**config.mk**
```make
export PLATFORM = sky130hd
export DESIGN_NAME = timed_event_queue_core
export DESIGN_NICKNAME = d
export VERILOG_FILES = /design/src/sv/tmq_pkg.sv /design/src/sv/timed_event_queue_core.sv /design/src/sv/tmq_cell.sv
export SDC_FILE = /design/constraint.sdc
export NUM_CORES = 2
export LEC_CHECK = 0
export ABC_AREA = 1
export BUFFER_PORTS_ARGS = -buffer_cell sky130_fd_sc_hd__buf_4
export CELL_PAD_IN_SITES_DETAIL_PLACEMENT = 1
export CELL_PAD_IN_SITES_GLOBAL_PLACEMENT = 1
export CORE_UTILIZATION = 31
export DETAILED_ROUTE_END_ITERATION = 6
export GPL_TIMING_DRIVEN = 0
export PLACE_DENSITY_LB_ADDON = 0.1
export SYNTH_ARGS = -nofsm -noshare
export SYNTH_HDL_FRONTEND = slang
export SYNTH_SLANG_ARGS = --single-unit
export TNS_END_PERCENT = 10
```
**constraint.sdc**
```tcl
create_clock -name clk -period 11 [get_ports clk]
set_input_delay 2.2 -clock clk [delete_from_list [all_inputs] [get_ports clk]]
set_output_delay 2.2 -clock clk [all_outputs]
set_load 0.02 [all_outputs]
```
**src/sv/tmq_pkg.sv**
```systemverilog
// ----------------------------------------------------------------------------
// Timed event queue package
// Shared types, field widths, operation and status codes.
// ----------------------------------------------------------------------------
`default_nettype none

package tmq_pkg;

  // Field widths fixed by the item format
  localparam int SEC_W    = 32;
  localparam int NS_W     = 30;
  localparam int IN_ID_W  = 16;
  localparam int STATUS_W = 3;

  // Operation codes (input tuser)
  localparam logic OP_ADD = 1'b0;
  localparam logic OP_RUN = 1'b1;

  // Result status codes (output tuser)
  localparam logic [STATUS_W-1:0] ST_ADDED   = 3'd0;
  localparam logic [STATUS_W-1:0] ST_FULL    = 3'd1;
  localparam logic [STATUS_W-1:0] ST_EMPTY   = 3'd2;
  localparam logic [STATUS_W-1:0] ST_FIRED   = 3'd3;
  localparam logic [STATUS_W-1:0] ST_NOT_DUE = 3'd4;

  // Due time; seconds in the upper bits so a plain compare orders keys
  typedef struct packed {
    logic [SEC_W-1:0] sec;
    logic [NS_W-1:0]  ns;
  } key_t;

  // Per-cycle command broadcast to every cell
  typedef struct packed {
    logic insert;
    logic pop;
  } cell_ctl_t;

endpackage

`default_nettype wire

```
**src/sv/timed_event_queue_core.sv**
```systemverilog
// ----------------------------------------------------------------------------
// Timed event queue core
// Bounded queue of timed events kept sorted by due time in a chain of cells.
// ----------------------------------------------------------------------------
// The queue holds up to QUEUE_DEPTH events in a chain of cells sorted by due
// time (seconds, then nanoseconds), with equal times kept in arrival order,
// so the head cell always holds the next event to fire. An add item is
// broadcast to all cells, each compares it with its own entry in parallel
// and the chain opens a gap at the right place. A run item
// checks only the head; when the current seconds reach its due seconds the
// chain shifts toward the head and the head's id is returned. Each item's
// result is written to the output register in the cycle after it is taken;
// a new item is taken in the same cycle as the previous result, so
// the sustained rate is one item per cycle while results are drained. The
// critical path is one 62-bit key compare per cell plus the shift mux. There
// is no clearing pass after reset.
// ----------------------------------------------------------------------------
`default_nettype none

module timed_event_queue_core
  import tmq_pkg::*;
#(
  parameter int QUEUE_DEPTH = 16,
  parameter int ID_BITS     = 16
) (
  input  wire logic         clk,
  input  wire logic         rst,
  // input items
  input  wire logic         s_tvalid,
  output logic              s_tready,
  // [31:0] due_seconds, [61:32] due_nanoseconds, [77:62] event_id,
  // [109:78] now_seconds, [111:110] zero
  input  wire logic [111:0] s_tdata,
  // [0] opcode
  input  wire logic [0:0]   s_tuser,
  // result items
  output logic              m_tvalid,
  input  wire logic         m_tready,
  // [15:0] fired_id
  output logic [15:0]       m_tdata,
  // [2:0] status
  output logic [2:0]        m_tuser
);

  logic               in_accept;
  logic               op;
  key_t               new_key;
  logic [ID_BITS-1:0] new_id;
  logic [SEC_W-1:0]   now_sec;

  logic               valid_vec [QUEUE_DEPTH];
  key_t               key_q     [QUEUE_DEPTH];
  logic [ID_BITS-1:0] id_q      [QUEUE_DEPTH];
  logic               place_vec [QUEUE_DEPTH];
  logic [QUEUE_DEPTH-1:0] valid_bits;

  logic               full;
  logic               empty;
  logic               head_due;
  cell_ctl_t          ctl;

  logic               out_valid;
  logic               out_valid_next;
  logic [STATUS_W-1:0] out_status;
  logic [STATUS_W-1:0] out_status_next;
  logic [15:0]        out_id;
  logic [15:0]        out_id_next;

  // Unpack the input item
  assign op          = s_tuser[0];
  assign new_key.sec = s_tdata[31:0];
  assign new_key.ns  = s_tdata[61:32];
  assign new_id      = ID_BITS'(s_tdata[77:62]);
  assign now_sec     = s_tdata[109:78];

  // Take an item whenever the result register is free or being emptied
  assign s_tready  = !out_valid || m_tready;
  assign in_accept = s_tvalid && s_tready;

  // Queue status from the ends of the chain
  assign full     = valid_vec[QUEUE_DEPTH-1];
  assign empty    = !valid_vec[0];
  assign head_due = now_sec >= key_q[0].sec;

  // Broadcast command to the cells
  assign ctl.insert = in_accept && (op == OP_ADD) && !full;
  assign ctl.pop    = in_accept && (op == OP_RUN) && !empty && head_due;

  // Chain of cells, head at index 0
  for (genvar i = 0; i < QUEUE_DEPTH; i++) begin : g_cell
    logic               lv;
    key_t               lk;
    logic [ID_BITS-1:0] li;
    logic               lp;
    logic               rv;
    key_t               rk;
    logic [ID_BITS-1:0] ri;

    if (i == 0) begin : g_head
      assign lv = 1'b0;
      assign lk = '0;
      assign li = '0;
      assign lp = 1'b0;
    end else begin : g_mid
      assign lv = valid_vec[i-1];
      assign lk = key_q[i-1];
      assign li = id_q[i-1];
      assign lp = place_vec[i-1];
    end

    if (i == QUEUE_DEPTH-1) begin : g_tail
      assign rv = 1'b0;
      assign rk = '0;
      assign ri = '0;
    end else begin : g_body
      assign rv = valid_vec[i+1];
      assign rk = key_q[i+1];
      assign ri = id_q[i+1];
    end

    tmq_cell #(
      .ID_BITS(ID_BITS)
    ) u_cell (
      .clk        (clk),
      .rst        (rst),
      .ctl        (ctl),
      .new_key    (new_key),
      .new_id     (new_id),
      .left_valid (lv),
      .left_key   (lk),
      .left_id    (li),
      .left_place (lp),
      .right_valid(rv),
      .right_key  (rk),
      .right_id   (ri),
      .valid      (valid_vec[i]),
      .key        (key_q[i]),
      .id         (id_q[i]),
      .place      (place_vec[i])
    );

    assign valid_bits[i] = valid_vec[i];
  end

  // Build the result of the accepted item
  always_comb begin
    out_valid_next  = out_valid && !m_tready;
    out_status_next = out_status;
    out_id_next     = out_id;
    if (in_accept) begin
      out_valid_next = 1'b1;
      out_id_next    = '0;
      if (op == OP_ADD) begin
        out_status_next = full ? ST_FULL : ST_ADDED;
      end else if (empty) begin
        out_status_next = ST_EMPTY;
      end else if (head_due) begin
        out_status_next = ST_FIRED;
        out_id_next     = 16'(id_q[0]);
      end else begin
        out_status_next = ST_NOT_DUE;
      end
    end
  end

  // Result register valid
  always_ff @(posedge clk) begin
    if (rst) begin
      out_valid <= 1'b0;
    end else begin
      out_valid <= out_valid_next;
    end
  end

  // Result register payload
  always_ff @(posedge clk) begin
    out_status <= out_status_next;
    out_id     <= out_id_next;
  end

  assign m_tvalid = out_valid;
  assign m_tuser  = out_status;
  assign m_tdata  = out_id;

  // Occupied slots always form a prefix of the chain
  a_prefix: assert property (@(posedge clk) disable iff (rst)
    (valid_bits[QUEUE_DEPTH-1:1] & ~valid_bits[QUEUE_DEPTH-2:0]) == '0)
    else $error("queue has a hole in the chain");

  // Head is never later than the second entry
  a_sorted: assert property (@(posedge clk) disable iff (rst)
    valid_vec[1] |-> !(key_q[1] < key_q[0]))
    else $error("queue head out of order");

  // A stored add grows the queue by one
  a_add_count: assert property (@(posedge clk) disable iff (rst)
    ctl.insert |=> $countones(valid_bits) == $past($countones(valid_bits)) + 1)
    else $error("add did not store exactly one event");

  // A fired run shrinks the queue by one
  a_pop_count: assert property (@(posedge clk) disable iff (rst)
    ctl.pop |=> $countones(valid_bits) + 1 == $past($countones(valid_bits)))
    else $error("run did not remove exactly one event");

  // Fired result only follows a pop
  a_fired: assert property (@(posedge clk) disable iff (rst)
    in_accept |=> ((out_status == ST_FIRED) == $past(ctl.pop)))
    else $error("fired status does not match queue pop");

endmodule

`default_nettype wire

```
**src/sv/tmq_cell.sv**
```systemverilog
// ----------------------------------------------------------------------------
// Timed event queue cell
// One slot of the sorted chain: holds an event, shifts toward the tail on an
// insert ahead of it, shifts toward the head on a pop.
// ----------------------------------------------------------------------------
`default_nettype none

module tmq_cell
  import tmq_pkg::*;
#(
  parameter int ID_BITS = 16
) (
  input  wire logic               clk,
  input  wire logic               rst,
  input  wire cell_ctl_t          ctl,
  input  wire key_t               new_key,
  input  wire logic [ID_BITS-1:0] new_id,
  // neighbor toward the head
  input  wire logic               left_valid,
  input  wire key_t               left_key,
  input  wire logic [ID_BITS-1:0] left_id,
  input  wire logic               left_place,
  // neighbor toward the tail
  input  wire logic               right_valid,
  input  wire key_t               right_key,
  input  wire logic [ID_BITS-1:0] right_id,
  // own contents
  output logic                    valid,
  output key_t                    key,
  output logic [ID_BITS-1:0]      id,
  output logic                    place
);

  logic               valid_next;
  key_t               key_next;
  logic [ID_BITS-1:0] id_next;

  // New event belongs at or before this slot: slot empty or strictly later.
  // Equal keys keep the older event ahead.
  assign place = !valid || (key > new_key);

  // Choose what this slot holds next
  always_comb begin
    valid_next = valid;
    key_next   = key;
    id_next    = id;
    if (ctl.pop) begin
      valid_next = right_valid;
      key_next   = right_key;
      id_next    = right_id;
    end else if (ctl.insert) begin
      if (left_place) begin
        valid_next = left_valid;
        key_next   = left_key;
        id_next    = left_id;
      end else if (place) begin
        valid_next = 1'b1;
        key_next   = new_key;
        id_next    = new_id;
      end
    end
  end

  // Valid flag cleared by reset
  always_ff @(posedge clk) begin
    if (rst) begin
      valid <= 1'b0;
    end else begin
      valid <= valid_next;
    end
  end

  // Payload needs no reset
  always_ff @(posedge clk) begin
    key <= key_next;
    id  <= id_next;
  end

endmodule

`default_nettype wire
```
==> summary.txt <==
Status
  • Outcome: complete, but fails checks
  • Failing checks: max-capacitance violations, max-slew violations

Floorplan
  • CORE AREA: about 290,000 µm²
  • I/O pins: 138
  • Die Wd: about 540 µm
  • Initial core utilization: 31.26%
  • Die H: around 540 µm
  • Die Area: ~290,000 µm²
  • Row count: 196

Critical path
  • Crit path max fanout: 21
  • Data required, critical path: about 12 ns
  • Delay-heaviest family, CP: simple AND/OR/NAND/NOR gates
  • CP Buf/Inv Count: 7
  • Setup crit end kind: register
  • Crit path DAT: 9.36 ns
  • CP peak stage delay: ~1.0 ns
  • Crit path cell chain: buf_4 -> inv_1 -> ha_1 -> nand2_1 -> inv_1 -> nand3_1 -> nor2_1 -> nand3_1 -> nor2_1 -> nand2_1 -> nand2_1 -> nand2_2 -> nand2_2 -> clkbuf_1 -> inv_1 -> a31oi_4 -> buf_12 -> buf_12
  • Critical path class: input pin to register
  • CP startpoint kind: input pin
  • Crit-path slowest cell: nand2_2

Logic synthesis
  • Cell Area, Synth: about 90,000 µm²
  • Cell count after synthesis: 11,180
  • Yosys reg bits: ~1,300
  • Ys Warns: 0
  • Cell variety after synth: 39
  • Seq/Total Area, Yosys: between 40% and 50%
  • Mean post-synth cell area: between 7 and 8 µm²
  • Synthesized net count: ~12,000

Clock network
  • Clk slew on worst S/H paths: approximately 0.060 ns
  • Sink Count: 1,284
  • H-tree depth: 4
  • CTS max path bufs: 4
  • Num CTS Buffers: 176
  • Setup Fix Bufs, Post-CTS: 0
  • CTS resizes: 0
  • CTS tree: yes
  • Clock latency on the worst-skew pair: ~0.91 ns
  • Hold-fix buffer count after cts: 0
  • CTS root buffer: clkbuf_16

Global routing
  • All-layer global routing usage: 30.44%
  • Largest net degree at the start of global routing: 42
  • Vias in the first global route: between 80,000 and 90,000
  • Antenna violations before repair: 40
  • GRT overflow: 0
  • First-pass GRT wire length: 634.4 mm

Route
  • Via count: 84,850
  • WL/cell: ~29 µm
  • DRC viols: 0
  • WL final: between 400 and 500 mm
  • Number of DRC markers in iteration 0: 8,014
  • Vias per cell: 5.478
  • Drt first pass iters: 5
  • Antenna-violating nets left: 0

Final layout
  • Area occupied by registers: approximately 38,000 µm²
  • Layout cells sized above 1: approximately 7.6%
  • Multi-input gate area: between 40,000 and 50,000 µm²
  • Fillcell total: approximately 34,000
  • Commonest non-fill, non-tap cells in the layout: nand2_1, edfxtp_1, inv_1
  • Post-layout nets: around 13,000
  • Commonest non-fill, non-tap cell in the layout: nand2_1
  • Area growth from synthesis to layout: 14.70%
  • Final instance area: ~100,000 µm²

Timing
  • Worst-Margin Slew: roughly 1.6 ns
  • Max Clk Rate: roughly 0.11 GHz
  • Final period util: roughly 80%
  • Setup TNS: 0 ns
  • Final Max Tran Viols: 3
  • Setup Skew: ~0.075 ns
  • Min Tclk post-route: between 8 and 9 ns
  • Final Setup Violations: 0
  • Slew HR: -4.320%
  • RSZ-0062 raised after global routing: no
  • Final number of hold-violating endpoints: 0

Placed design
  • Quantity of I/O buffers inserted on ports: 135
  • Post-DP Area: ~97,000 µm²
  • Hpwl dp: about 350 mm
  • GP Congestion: just over 0.9

Flow run
  • Max cap viols: 1

Hold path
  • Hold Crit Class: register to register

Power and ir drop
  • Max rail drop VDD: 0.1131 mV
  • Leakage: 46.95 nW
  • P per Cell Area: roughly 150 nW/µm²
[path summary, 6_finish.rpt]
path | cells after the start | to | start | slack (ns)
setup / recovery | 18 | g_cell[2].u_cell.key[30]$_DFFE_PP_ | s_tdata[11] | 2.20
setup reg to reg | 14 | g_cell[2].u_cell.key[30]$_DFFE_PP_ | g_cell[1].u_cell.key[45]$_DFFE_PP_ | 4.17
hold / removal | 2 | g_cell[15].u_cell.key[5]$_SDFFE_PP0P_ | g_cell[15].u_cell.key[5]$_SDFFE_PP0P_ | 0.45
hold reg to reg | 2 | g_cell[15].u_cell.key[5]$_SDFFE_PP0P_ | g_cell[15].u_cell.key[5]$_SDFFE_PP0P_ | 0.45
[routing by layer]
metal  routed length, µm  vias up  share of wire, %  global-route usage [%]
met4               21340        8               4.7                   14.29
met3               29040      643               6.4                   4.616
met5                  60        -             0.013                       0
met2              201700     2982                44                   47.54
met1              202100    42700                44                   41.14
li1                    -    38510                 -                       -
[power breakdown]
group	switching (mW)	internal, mW	total [mW]
sequential	0.299	5.87	6.17
clock	2.52	3.55	6.07
combinational	2.12	0.923	3.04
total	4.94	10.3	15.3
[sequential cells by signal (all words and copies together), names as in the netlist]
signal and cells:
m_tuser 3, g_cell.u_cell.key 992, m_tvalid 1, g_cell.u_cell.id 256, g_cell.u_cell.valid 16, m_tdata 16
[metrics by stage]
step	std cells	power [mW]	util (%)	hold slack, ns	setup WS (ns)
after CTS	15460	15.32	35.83	0.4539	2.386
after detailed placement	15140	9.252	33.79	0.4418	1.464
after global routing	15460	15.81	35.83	0.4683	2.308
final	15490	15.28	35.85	0.4539	2.202
after floorplan	11180	7.892	-	0.4269	2.444
after global placement	15080	9.132	33.26	0.4385	-6.746
[cells by family (layout without fill, tap and decap cells)]
group	Yosys count	count (layout)	share of synthesized area [%]
other cells	0	29	0
fa+ha+maj	962	962	13.48
simple gates	5408	5408	23.84
compound gates	1807	1807	12.17
buf+inv	1720	2237	8.401
flops	1284	1284	42.11
[layout make-up]
cell class                      instances  area share (%)
Antenna cell                           29         0.07085
Buffer                                621           3.298
Clock buffer                          240           4.844
Clock inverter                         81          0.8294
Inverter                             1099           4.032
Multi-Input combinational cell       8177           43.35
Sequential cell                      1284           36.71
Tap cell                             3762           4.595
Timing Repair Buffer                  196           2.272
[Yosys cell counts, drive strengths merged]
library cell     n  area, µm²
ha             962      12040
nand3b           3      22.52
and2b            1      7.510
a31oi          502       3141
a21boi           3      22.52
dfxtp           95       1902
clkbuf         229      863.3
nor2           802       3010
o21bai          21      157.7
a21oi          411       2068
inv           1099       4125
o21ai          422       2112
nor3            43      245.2
o211ai         391       2935
nand3          449       2252
a211oi           1      12.51
nand4           80      500.5
buf            392       2514
edfxtp        1189      35700
a21o            32      240.2
nor4             6      56.31
nand2         4008      15090
o21a            24      180.2
and2             6      37.54
and3             8      50.05
nor3b            2      20.02
[worst min-delay path, stage by stage, from the launching register on]
cell     delay, ns
dfxtp_1       0.31
nand2_1       0.06
nand2_1       0.04
Note: power is estimated with default switching activity, not from simulation.
